[src/rtl/cta_pkg.sv]
// Shared types and constants for the client table with aging.
package cta_pkg;

    localparam int OP_W   = 2;
    localparam int ADDR_W = 48;
    localparam int NOW_W  = 32;
    localparam int DATA_W = 32;

    // Byte address of the configuration port; bit 2 selects the register word.
    localparam int PADDR_W = 3;

    localparam int DEF_TABLE_SLOTS = 32;
    localparam int DEF_TIME_BITS   = 32;
    localparam int DEF_SLOT_W      = (DEF_TABLE_SLOTS > 1) ? $clog2(DEF_TABLE_SLOTS) : 1;
    localparam int DEF_CNT_W       = $clog2(DEF_TABLE_SLOTS + 1);

    localparam logic [DATA_W-1:0] TIMEOUT_RESET = 32'd5000;

    // Register word index on the configuration port.
    localparam logic REG_TIMEOUT = 1'b0;

    // Operation codes carried by a request.
    localparam logic [OP_W-1:0] OP_RECV = 2'd0;
    localparam logic [OP_W-1:0] OP_SEND = 2'd1;
    localparam logic [OP_W-1:0] OP_ADD  = 2'd2;
    localparam logic [OP_W-1:0] OP_NOP  = 2'd3;

    typedef enum logic [2:0] {
        S_IDLE,
        S_SCAN,
        S_RESP,
        S_EMIT_CHK,
        S_EMIT_LD
    } t_state;

endpackage

[src/rtl/cta_if.sv]
// Request and result channel interfaces of the client table with aging.
interface cta_in_if;
    import cta_pkg::*;

    logic              valid;
    logic              ready;
    logic [OP_W-1:0]   opcode;
    logic [ADDR_W-1:0] peer_addr;
    logic [NOW_W-1:0]  now_ms;

    modport source (output valid, opcode, peer_addr, now_ms, input ready);
    modport sink   (input valid, opcode, peer_addr, now_ms, output ready);
endinterface

interface cta_out_if #(
    parameter int SLOT_W = cta_pkg::DEF_SLOT_W,
    parameter int CNT_W  = cta_pkg::DEF_CNT_W
);
    import cta_pkg::*;

    logic              valid;
    logic              ready;
    logic              dest_valid;
    logic [ADDR_W-1:0] dest_addr;
    logic [SLOT_W-1:0] dest_slot;
    logic              was_inserted;
    logic              table_full;
    logic [CNT_W-1:0]  active_count;
    logic              last;

    modport source (output valid, dest_valid, dest_addr, dest_slot, was_inserted,
                    table_full, active_count, last, input ready);
    modport sink   (input valid, dest_valid, dest_addr, dest_slot, was_inserted,
                    table_full, active_count, last, output ready);
endinterface

[src/rtl/client_table_with_aging_core.sv]
// Peer address table with aging: learning, refresh, explicit add and send fan-out.
// Each receive, add or send request to a non-empty table visits every slot once
// through a single read port on the address and time memories, one slot a cycle,
// and a shared age and match compare evaluates the slot read in the previous
// cycle. A receive or add request gives its one result after the scan, and the
// block then takes the next request; a result waiting in the output register
// does not hold up the next request. A send request spends the same scan ageing
// the table and then walks it again up to the last live slot, skipping empty
// slots and giving one result per live slot as the output register frees; a send
// to an empty table, or a request with the unused code, skips the scan and gives
// one result. The address and last-seen memories need no clearing pass: the valid
// bits are flip-flops cleared by reset, and an entry is only used once written.
module client_table_with_aging_core #(
    parameter int TABLE_SLOTS = cta_pkg::DEF_TABLE_SLOTS,
    parameter int TIME_BITS   = cta_pkg::DEF_TIME_BITS
) (
    input  logic                         i_clk,
    input  logic                         i_rst_n,
    cta_in_if.sink                       i_in,
    cta_out_if.source                    o_out,
    input  logic                         psel,
    input  logic                         penable,
    input  logic                         pwrite,
    input  logic [cta_pkg::PADDR_W-1:0]  paddr,
    input  logic [cta_pkg::DATA_W-1:0]   pwdata,
    output logic [cta_pkg::DATA_W-1:0]   prdata,
    output logic                         pready
);
    import cta_pkg::*;

    localparam int SLOT_W = (TABLE_SLOTS > 1) ? $clog2(TABLE_SLOTS) : 1;
    localparam int CNT_W  = $clog2(TABLE_SLOTS + 1);
    localparam int CMP_W  = (TIME_BITS > DATA_W) ? TIME_BITS : DATA_W;
    localparam logic [SLOT_W-1:0] LAST_SLOT = SLOT_W'(TABLE_SLOTS - 1);

    t_state r_state, n_state;

    logic [DATA_W-1:0]      r_timeout;
    logic [OP_W-1:0]        r_op;
    logic [ADDR_W-1:0]      r_addr;
    logic [TIME_BITS-1:0]   r_now;
    logic [TABLE_SLOTS-1:0] r_valid;
    logic [CNT_W-1:0]       r_live;

    logic [SLOT_W-1:0]      r_ptr;
    logic                   r_issue_on;
    logic                   r_eval_vld;
    logic [SLOT_W-1:0]      r_eval_slot;
    logic                   r_hit_found;
    logic [SLOT_W-1:0]      r_hit_slot;
    logic                   r_free_found;
    logic [SLOT_W-1:0]      r_free_slot;
    logic                   r_last_found;
    logic [SLOT_W-1:0]      r_last_slot;

    logic [ADDR_W-1:0]      r_entry_addr [TABLE_SLOTS];
    logic [TIME_BITS-1:0]   r_entry_seen [TABLE_SLOTS];
    logic [ADDR_W-1:0]      r_rd_addr;
    logic [TIME_BITS-1:0]   r_rd_seen;

    logic                   r_out_valid;
    logic                   r_out_dv;
    logic [ADDR_W-1:0]      r_out_addr;
    logic [SLOT_W-1:0]      r_out_slot;
    logic                   r_out_ins;
    logic                   r_out_full;
    logic [CNT_W-1:0]       r_out_count;
    logic                   r_out_last;

    // Control decoded from the state.
    logic in_ready;
    logic rd_en;
    logic load_resp;
    logic load_emit;

    logic                   accept;
    logic                   out_free;
    logic                   age_en;
    logic                   match_en;
    logic [TIME_BITS-1:0]   age_diff;
    logic                   ev_v;
    logic                   ev_stale;
    logic                   ev_live;
    logic                   ev_match;
    logic                   scan_eval;
    logic                   scan_end;
    logic                   n_last_found;
    logic                   ptr_valid;
    logic                   emit_last;

    logic                   ins_op;
    logic                   do_ins;
    logic                   resp_dv;
    logic [SLOT_W-1:0]      resp_slot;

    assign accept   = i_in.valid && in_ready;
    assign out_free = !r_out_valid || o_out.ready;
    assign age_en   = (r_op == OP_RECV) || (r_op == OP_SEND);
    assign match_en = (r_op == OP_RECV);

    // Shared age and match unit, applied to the slot read in the previous cycle.
    assign age_diff  = r_now - r_rd_seen;
    assign ev_v      = r_valid[r_eval_slot];
    assign ev_stale  = age_en && ev_v && (CMP_W'(age_diff) > CMP_W'(r_timeout));
    assign ev_live   = ev_v && !ev_stale;
    assign ev_match  = match_en && ev_live && (r_rd_addr == r_addr);
    assign scan_eval = (r_state == S_SCAN) && r_eval_vld;
    assign scan_end  = scan_eval && (r_eval_slot == LAST_SLOT);
    assign n_last_found = r_last_found || (scan_eval && ev_live);

    assign ptr_valid = r_valid[r_ptr];
    assign emit_last = (r_ptr == r_last_slot);

    // Single result of receive, add, an empty send or an unused code.
    assign ins_op    = ((r_op == OP_RECV) && !r_hit_found) || (r_op == OP_ADD);
    assign do_ins    = ins_op && r_free_found;
    assign resp_dv   = ((r_op == OP_RECV) && r_hit_found) || do_ins;
    assign resp_slot = r_hit_found ? r_hit_slot : (do_ins ? r_free_slot : '0);

    always_comb begin
        n_state = r_state;
        case (r_state)
            S_IDLE: begin
                if (i_in.valid) begin
                    if (i_in.opcode == OP_NOP) begin
                        n_state = S_RESP;
                    end else if ((i_in.opcode == OP_SEND) && (r_live == '0)) begin
                        n_state = S_RESP;
                    end else begin
                        n_state = S_SCAN;
                    end
                end
            end
            S_SCAN: begin
                if (scan_end) begin
                    if ((r_op == OP_SEND) && n_last_found) begin
                        n_state = S_EMIT_CHK;
                    end else begin
                        n_state = S_RESP;
                    end
                end
            end
            S_RESP: begin
                if (out_free) begin
                    n_state = S_IDLE;
                end
            end
            S_EMIT_CHK: begin
                if (ptr_valid) begin
                    n_state = S_EMIT_LD;
                end
            end
            S_EMIT_LD: begin
                if (out_free) begin
                    n_state = emit_last ? S_IDLE : S_EMIT_CHK;
                end
            end
            default: begin
                n_state = S_IDLE;
            end
        endcase
    end

    always_comb begin
        in_ready  = 1'b0;
        rd_en     = 1'b0;
        load_resp = 1'b0;
        load_emit = 1'b0;
        case (r_state)
            S_IDLE: begin
                in_ready = 1'b1;
            end
            S_SCAN: begin
                rd_en = r_issue_on;
            end
            S_RESP: begin
                load_resp = out_free;
            end
            S_EMIT_CHK: begin
                rd_en = ptr_valid;
            end
            S_EMIT_LD: begin
                load_emit = out_free;
            end
            default: begin
                in_ready = 1'b0;
            end
        endcase
    end

    always_ff @(posedge i_clk) begin
        if (!i_rst_n) begin
            r_state <= S_IDLE;
        end else begin
            r_state <= n_state;
        end
    end

    // Configuration register.
    always_ff @(posedge i_clk) begin
        if (!i_rst_n) begin
            r_timeout <= TIMEOUT_RESET;
        end else if (psel && penable && pwrite && (paddr[PADDR_W-1] == REG_TIMEOUT)) begin
            r_timeout <= pwdata;
        end
    end

    assign pready = 1'b1;
    assign prdata = (paddr[PADDR_W-1] == REG_TIMEOUT) ? r_timeout : '0;

    // Latched request.
    always_ff @(posedge i_clk) begin
        if (accept) begin
            r_op   <= i_in.opcode;
            r_addr <= i_in.peer_addr;
            r_now  <= TIME_BITS'(i_in.now_ms);
        end
    end

    // Scan sequencer and its running results.
    always_ff @(posedge i_clk) begin
        if (!i_rst_n) begin
            r_ptr        <= '0;
            r_issue_on   <= 1'b0;
            r_eval_vld   <= 1'b0;
            r_hit_found  <= 1'b0;
            r_free_found <= 1'b0;
            r_last_found <= 1'b0;
        end else begin
            if (accept) begin
                r_ptr        <= '0;
                r_issue_on   <= 1'b1;
                r_eval_vld   <= 1'b0;
                r_hit_found  <= 1'b0;
                r_free_found <= 1'b0;
                r_last_found <= 1'b0;
            end
            if (r_state == S_SCAN) begin
                if (r_issue_on) begin
                    r_eval_slot <= r_ptr;
                    r_eval_vld  <= 1'b1;
                    if (r_ptr == LAST_SLOT) begin
                        r_issue_on <= 1'b0;
                    end else begin
                        r_ptr <= r_ptr + 1'b1;
                    end
                end else begin
                    r_eval_vld <= 1'b0;
                end
            end
            if (scan_eval) begin
                if (ev_match && !r_hit_found) begin
                    r_hit_found <= 1'b1;
                    r_hit_slot  <= r_eval_slot;
                end
                if (!ev_live && !r_free_found) begin
                    r_free_found <= 1'b1;
                    r_free_slot  <= r_eval_slot;
                end
                if (ev_live) begin
                    r_last_found <= 1'b1;
                    r_last_slot  <= r_eval_slot;
                end
            end
            // The fan-out walks the table again from the first slot.
            if (scan_end) begin
                r_ptr <= '0;
            end
            if ((r_state == S_EMIT_CHK) && !ptr_valid) begin
                r_ptr <= r_ptr + 1'b1;
            end
            if (load_emit && !emit_last) begin
                r_ptr <= r_ptr + 1'b1;
            end
        end
    end

    // Valid bits and live count.
    always_ff @(posedge i_clk) begin
        if (!i_rst_n) begin
            r_valid <= '0;
            r_live  <= '0;
        end else begin
            if (scan_eval && ev_stale) begin
                r_valid[r_eval_slot] <= 1'b0;
                r_live               <= r_live - 1'b1;
            end
            if (load_resp && do_ins) begin
                r_valid[r_free_slot] <= 1'b1;
                r_live               <= r_live + 1'b1;
            end
        end
    end

    // Address and last-seen memories: one read port, one write port each.
    always_ff @(posedge i_clk) begin
        if (rd_en) begin
            r_rd_addr <= r_entry_addr[r_ptr];
            r_rd_seen <= r_entry_seen[r_ptr];
        end
        if (scan_eval && ev_match) begin
            r_entry_seen[r_eval_slot] <= r_now;
        end
        if (load_resp && do_ins) begin
            r_entry_addr[r_free_slot] <= r_addr;
            r_entry_seen[r_free_slot] <= r_now;
        end
    end

    // Output register.
    always_ff @(posedge i_clk) begin
        if (!i_rst_n) begin
            r_out_valid <= 1'b0;
        end else if (load_resp || load_emit) begin
            r_out_valid <= 1'b1;
        end else if (o_out.ready) begin
            r_out_valid <= 1'b0;
        end
    end

    always_ff @(posedge i_clk) begin
        if (load_resp) begin
            r_out_dv    <= resp_dv;
            r_out_addr  <= resp_dv ? r_addr : '0;
            r_out_slot  <= resp_slot;
            r_out_ins   <= do_ins;
            r_out_full  <= ins_op && !r_free_found;
            r_out_count <= r_live + CNT_W'(do_ins);
            r_out_last  <= 1'b1;
        end else if (load_emit) begin
            r_out_dv    <= 1'b1;
            r_out_addr  <= r_rd_addr;
            r_out_slot  <= r_ptr;
            r_out_ins   <= 1'b0;
            r_out_full  <= 1'b0;
            r_out_count <= r_live;
            r_out_last  <= emit_last;
        end
    end

    assign i_in.ready         = in_ready;
    assign o_out.valid        = r_out_valid;
    assign o_out.dest_valid   = r_out_dv;
    assign o_out.dest_addr    = r_out_addr;
    assign o_out.dest_slot    = r_out_slot;
    assign o_out.was_inserted = r_out_ins;
    assign o_out.table_full   = r_out_full;
    assign o_out.active_count = r_out_count;
    assign o_out.last         = r_out_last;

    // The live count always agrees with the valid bits.
    a_live_count: assert property (@(posedge i_clk) disable iff (!i_rst_n)
        $countones(r_valid) == r_live)
        else $error("live count differs from the number of valid slots");

    // An accepted request always starts work before the next one is taken.
    a_busy_after_accept: assert property (@(posedge i_clk) disable iff (!i_rst_n)
        (i_in.valid && i_in.ready) |=> (r_state != S_IDLE))
        else $error("block idle straight after accepting a request");

    // A dropped insert is only reported with every slot in use.
    a_full_means_full: assert property (@(posedge i_clk) disable iff (!i_rst_n)
        (o_out.valid && o_out.table_full) |->
            (o_out.active_count == CNT_W'(TABLE_SLOTS)) && !o_out.dest_valid)
        else $error("table full reported with free slots");

endmodule
[src/flat_wrapper.sv]
// flat-port wrapper written by rule: the top's interface ports become plain ports
module client_table_with_aging_core_flat import cta_pkg::*;
#(
    parameter int TABLE_SLOTS = cta_pkg::DEF_TABLE_SLOTS,
    parameter int TIME_BITS   = cta_pkg::DEF_TIME_BITS
)
  (i_clk, i_rst_n, psel, penable, pwrite, paddr, pwdata, prdata, pready, i_in_valid, i_in_opcode, i_in_peer_addr, i_in_now_ms, i_in_ready, o_out_valid, o_out_dest_valid, o_out_dest_addr, o_out_dest_slot, o_out_was_inserted, o_out_table_full, o_out_active_count, o_out_last, o_out_ready);
  cta_in_if i_in_i ();
  cta_out_if o_out_i ();
  input  logic i_clk;
  input  logic i_rst_n;
  input  logic psel;
  input  logic penable;
  input  logic pwrite;
  input  logic [cta_pkg::PADDR_W-1:0] paddr;
  input  logic [cta_pkg::DATA_W-1:0] pwdata;
  output logic [cta_pkg::DATA_W-1:0] prdata;
  output logic pready;
  input wire logic [$bits(i_in_i.valid)-1:0] i_in_valid;
  input wire logic [$bits(i_in_i.opcode)-1:0] i_in_opcode;
  input wire logic [$bits(i_in_i.peer_addr)-1:0] i_in_peer_addr;
  input wire logic [$bits(i_in_i.now_ms)-1:0] i_in_now_ms;
  output wire logic [$bits(i_in_i.ready)-1:0] i_in_ready;
  output wire logic [$bits(o_out_i.valid)-1:0] o_out_valid;
  output wire logic [$bits(o_out_i.dest_valid)-1:0] o_out_dest_valid;
  output wire logic [$bits(o_out_i.dest_addr)-1:0] o_out_dest_addr;
  output wire logic [$bits(o_out_i.dest_slot)-1:0] o_out_dest_slot;
  output wire logic [$bits(o_out_i.was_inserted)-1:0] o_out_was_inserted;
  output wire logic [$bits(o_out_i.table_full)-1:0] o_out_table_full;
  output wire logic [$bits(o_out_i.active_count)-1:0] o_out_active_count;
  output wire logic [$bits(o_out_i.last)-1:0] o_out_last;
  input wire logic [$bits(o_out_i.ready)-1:0] o_out_ready;
  assign i_in_i.valid = i_in_valid;
  assign i_in_i.opcode = i_in_opcode;
  assign i_in_i.peer_addr = i_in_peer_addr;
  assign i_in_i.now_ms = i_in_now_ms;
  assign i_in_ready = i_in_i.ready;
  assign o_out_valid = o_out_i.valid;
  assign o_out_dest_valid = o_out_i.dest_valid;
  assign o_out_dest_addr = o_out_i.dest_addr;
  assign o_out_dest_slot = o_out_i.dest_slot;
  assign o_out_was_inserted = o_out_i.was_inserted;
  assign o_out_table_full = o_out_i.table_full;
  assign o_out_active_count = o_out_i.active_count;
  assign o_out_last = o_out_i.last;
  assign o_out_i.ready = o_out_ready;
  client_table_with_aging_core #(.TABLE_SLOTS(TABLE_SLOTS), .TIME_BITS(TIME_BITS)) u_core (.i_clk(i_clk), .i_rst_n(i_rst_n), .i_in(i_in_i), .o_out(o_out_i), .psel(psel), .penable(penable), .pwrite(pwrite), .paddr(paddr), .pwdata(pwdata), .prdata(prdata), .pready(pready));
endmodule
[config.mk]
export PLATFORM = sky130hd
export DESIGN_NAME = client_table_with_aging_core_flat
export DESIGN_NICKNAME = d
export VERILOG_FILES = /design/src/rtl/cta_pkg.sv /design/src/rtl/cta_if.sv /design/src/rtl/client_table_with_aging_core.sv /design/src/flat_wrapper.sv
export SDC_FILE = /design/constraint.sdc
export NUM_CORES = 2
export LEC_CHECK = 0
export BUFFER_PORTS_ARGS = -buffer_cell sky130_fd_sc_hd__buf_2
export CAP_MARGIN = 25
export CELL_PAD_IN_SITES_DETAIL_PLACEMENT = 0
export CELL_PAD_IN_SITES_GLOBAL_PLACEMENT = 1
export CORE_UTILIZATION = 30
export CTS_CLUSTER_SIZE = 14
export DETAILED_ROUTE_END_ITERATION = 7
export PLACE_DENSITY = 0.57
export RECOVER_POWER = 100
export SYNTH_ARGS = -nofsm -noshare
export SYNTH_HDL_FRONTEND = slang
export SYNTH_SLANG_ARGS = --single-unit
[constraint.sdc]
create_clock -name i_clk -period 7.5 [get_ports i_clk]
set_input_delay 0.375 -clock i_clk [delete_from_list [all_inputs] [get_ports i_clk]]
set_output_delay 0.375 -clock i_clk [all_outputs]
set_load 0.01 [all_outputs]
==> impl_metrics.csv <==
group,metric,value,unit
outcome,run_status,"complete, but fails checks",
outcome,violations,"max-capacitance violations, max-slew violations",
sta,timing.final.ws_setup,347,ps
critical_path,timing.reg2reg.setup_slack,350,ps
global_route,grt_first_pass_wirelength,445000,µm
sta,tns,0,ps
critical_path,setup.worst_path.end_class,"register",
floorplan,die_h,615,µm
clock_tree,clk_transition_reported_paths,60,ps
clock_tree,cts-hold-fix-buffers,115,
critical_path,path_cells,"nand2b_1 -> nor3_1 -> clkbuf_1 -> and2_1 -> clkbuf_1 -> inv_1 -> nor3_1 -> clkbuf_1 -> nand2_1 -> inv_2 -> clkbuf_2",
critical_path,cp_top_family,"buffers and inverters",
logic_synthesis,mean_syn_cell_area,22.3,µm²
critical_path,cp.buffers_inverters,6,
logic_synthesis,ys.warnings.count,0,
cells_and_area,fill_cells,34532,
sta,rsz_0062_raised_after_global_routing,"no",
critical_path,critical_path.reg2reg.endpoint,"u_core.r_entry_addr[20][37]",
logic_synthesis,async_sr_flop_fraction,0,%
clock_tree,post_cts_buffers,0,
clock_tree,clk_latency,900,ps
logic_synthesis,synth_enable_flop_cells,2804,
floorplan,floorplan.rows,224,
global_route,grt_util_all_layers,16.4,%
place,placement.io_buffers,218,
cells_and_area,mostFrequentLayoutCell,"sky130_fd_sc_hd__edfxtp_1",
sta,clock_skew,72.7,ps
cells_and_area,area_growth,16.7,%
sta,min_period_over_period,95.4,%
place,placement_stage_worst_setup_slack,714,ps
flow_run,max_cap_viol_count,79,
cells_and_area,final_cell_mix,"sky130_fd_sc_hd__edfxtp_1, sky130_fd_sc_hd__mux4_2, sky130_fd_sc_hd__clkbuf_16",
drt,antenna_violating_nets_post_route,0,
logic_synthesis,synth_ff_type,"sky130_fd_sc_hd__edfxtp_1",
logic_synthesis,synth_area_in_compound_gates,1.97,%
critical_path,setup.worst_path.start_class,"register",
sta,period_minus_slack,7150,ps
cells_and_area,final_core_utilization,35.2,%
clock_tree,postCtsResizedCells,0,
logic_synthesis,combinational_family_with_the_most_area_after_synthesis,"multiplexers",
clock_tree,cts_tree,"yes",
logic_synthesis,syn_inst,5051,
critical_path,timing.reg2reg.worst_path_depth,11,
drt,drt_initial_violations,5568,
sta,timing.final.max_slew_violations,2865,
floorplan,design.die.area,378000,µm²
logic_synthesis,synth_seq_cells,2889,
floorplan,core_area,373000,µm²
sta,worst-slew-pin-transition,4340,ps
clock_tree,cts_made_buffers,323,
logic_synthesis,synth_simple_gate_area_share,1.75,%
drt,drc,0,
logic_synthesis,synth-xor-area-share,0.576,%
cells_and_area,finish.net_count,5895,
cells_and_area,multi_input_area,25300,µm²
critical_path,cpMaxStageDelayCell,"sky130_fd_sc_hd__nor3_1",
clock_tree,clk_path_buf_depth,4,
critical_path,timing.critical_path.fanout_max,26,
drt,detail_route.wl_per_cell,29.0,µm
sta,clock.fmax,140,MHz
global_route,grt_max_degree,137,
logic_synthesis,netlist_area,113000,µm²
pwr,power.leakage,39.8,nW
logic_synthesis,synth_fa_ha_area_share,0.824,%
cells_and_area,register_area,85900,µm²
drt,via_count,54716,
drt,postRouteWirelength,317000,µm
critical_path,reg2reg_from,"u_core.r_state[1]",
sta,finalHoldViolations,0,
critical_path,cp_num_cells,11,
global_route,grt_overflow_total,0,
global_route,grt_antenna_before_repair,22,
drt,dr.pass1.iters,5,
sta,report.final.setup_viol,0,
pwr,power_per_cell_area,276,nW/µm²
clock_tree,ctsHtreeMaxLevel,5,
hold_path,min_to,"u_core.r_hit_found",
pwr,irDropWorstVdd,0.189,mV
logic_synthesis,syn_nets,5248,
clock_tree,clock_sinks,2889,
critical_path,worst-setup-path-type,"register to register",
place,detailed_place_hpwl,180000,µm
place,globalplace.congestion,0.782,
critical_path,path_common_cell,"sky130_fd_sc_hd__clkbuf_1",
global_route,number_of_global_route_vias_before_repair,56797,
drt,detailed_route_vias_per_instance,5.01,
critical_path,worstPathArrival,7660,ps
clock_tree,cts_root_buf,"sky130_fd_sc_hd__clkbuf_16",
logic_synthesis,synth.area.mux_share,17.2,%
hold_path,worst_hold_startpoint,"i_in_valid",
logic_synthesis,synthDistinctLibCells,74,
hold_path,hold_path.class,"input pin to register",
floorplan,ios,222,
hold_path,worst_hold_path.num_cells,4,
floorplan,chipWidth,615,µm
sta,slew-limit-headroom,-189,%
cells_and_area,share_of_post_route_cells_with_drive_strength_above_1,26.5,%
critical_path,critical_path_required,8010,ps
logic_synthesis,synth_seq_area_share,76.3,%
critical_path,cpPeakStageDelay,970,ps
floorplan,initial_utilization,30.2,%
[per-layer routing]
metal	part of all wire (%)	global-route usage, %
met5	0.017	0
met4	2.4	3.68
met3	4.6	2.13
met2	50	28.3
met1	43	22.1
[where the power goes]
| group | switching, W | internal [W] |
|---|---|---|
| registers | 0.000134 | 0.0183 |
| logic | 0.00171 | 0.00106 |
| clock network | 0.00641 | 0.00865 |
[synth_stat cells, drive strengths merged, types with 8 or more instances]
| cell type | n | share of area (%) |
|---|---|---|
| xor2 | 30 | 0.23 |
| clkbuf | 132 | 0.44 |
| nor3 | 20 | 0.098 |
| a21oi | 48 | 0.21 |
| nand2 | 146 | 0.49 |
| nand4 | 19 | 0.11 |
| a31oi | 37 | 0.21 |
| mux2i | 8 | 0.071 |
| o21ai | 75 | 0.34 |
| a22o | 43 | 0.33 |
| mux4 | 817 | 16 |
| a21o | 26 | 0.17 |
| and3 | 11 | 0.061 |
| dfxtp | 85 | 1.5 |
| nand3 | 24 | 0.11 |
| buf | 111 | 0.52 |
| o211ai | 8 | 0.053 |
| nand2b | 14 | 0.078 |
| mux2 | 82 | 0.82 |
| a21boi | 30 | 0.20 |
| edfxtp | 2804 | 75 |
| nor2b | 21 | 0.12 |
| inv | 116 | 0.39 |
| nor2 | 119 | 0.40 |
| and2 | 14 | 0.087 |
| nor4 | 8 | 0.044 |
| xnor2 | 44 | 0.34 |
| ha | 71 | 0.79 |
[tightest hold or removal path, stage by stage]
cell,delay (ps)
sky130_fd_sc_hd__buf_2,90
sky130_fd_sc_hd__nand2_1,170
sky130_fd_sc_hd__nand3_1,140
sky130_fd_sc_hd__o21ai_0,70
[cells by family after synthesis]
logic type,count (synthesis)
AO/OA/AOI/OAI,328
XOR/XNOR,74
adder cells (fa/ha/maj),73
buffers and inverters,359
flip-flops,2889
multiplexers,907
other,1
AND/OR/NAND/NOR,420
[how the worst max path moves through the flow]
stage	from	slack, ps	end
floorplan	u_core.r_now[0]	1000	u_core.r_entry_seen[19][0]
global placement	u_core.r_now[0]	740	u_core.r_entry_seen[13][13]
detailed placement	u_core.r_now[0]	710	u_core.r_entry_seen[13][6]
CTS	u_core.r_now[0]	720	u_core.r_entry_seen[13][14]
global route	u_core.r_state[1]	130	u_core.r_entry_addr[29][24]
finish	u_core.r_state[1]	350	u_core.r_entry_addr[20][37]
[through the flow]
stage,std cells,area (µm²),hold WS (ps),power (W)
3_3_place_gp,10210,121000,453,0.0215
2_1_floorplan,5051,113000,403,0.0204
6_report,10927,131000,68.0,0.0362
5_1_grt,10925,131000,57.4,0.0374
3_5_place_dp,10215,121000,459,0.0215
4_1_cts,10906,132000,10.5,0.0366
[layout make-up]
cell class | count | share of cell area (%)
antenna | 6 | 0.0114
clock buffer | 393 | 6.47
clock inverter | 183 | 1.06
inverter | 116 | 0.352
multi-input combinational | 1803 | 19.3
sequential | 2889 | 65.4
tap | 4972 | 4.73
timing repair buffer | 565 | 2.74
[registers in the layout, summed over array words and instances, names as in the netlist, 2 cells and up]
name	cells
u_core.r_live	6
u_core.r_hit_slot	5
u_core.o_out.active_count	6
u_core.r_entry_addr	1536
u_core.r_rd_seen	32
u_core.r_op	2
u_core.r_last_slot	5
u_core.r_valid	32
u_core.o_out.dest_slot	5
u_core.r_state	3
u_core.r_free_slot	5
u_core.r_eval_slot	5
u_core.r_timeout	32
u_core.r_now	32
u_core.r_rd_addr	48
u_core.r_addr	48
u_core.o_out.dest_addr	48
u_core.r_ptr	5
u_core.r_entry_seen	1024
No activity file was read; power rests on OpenSTA's default activity.
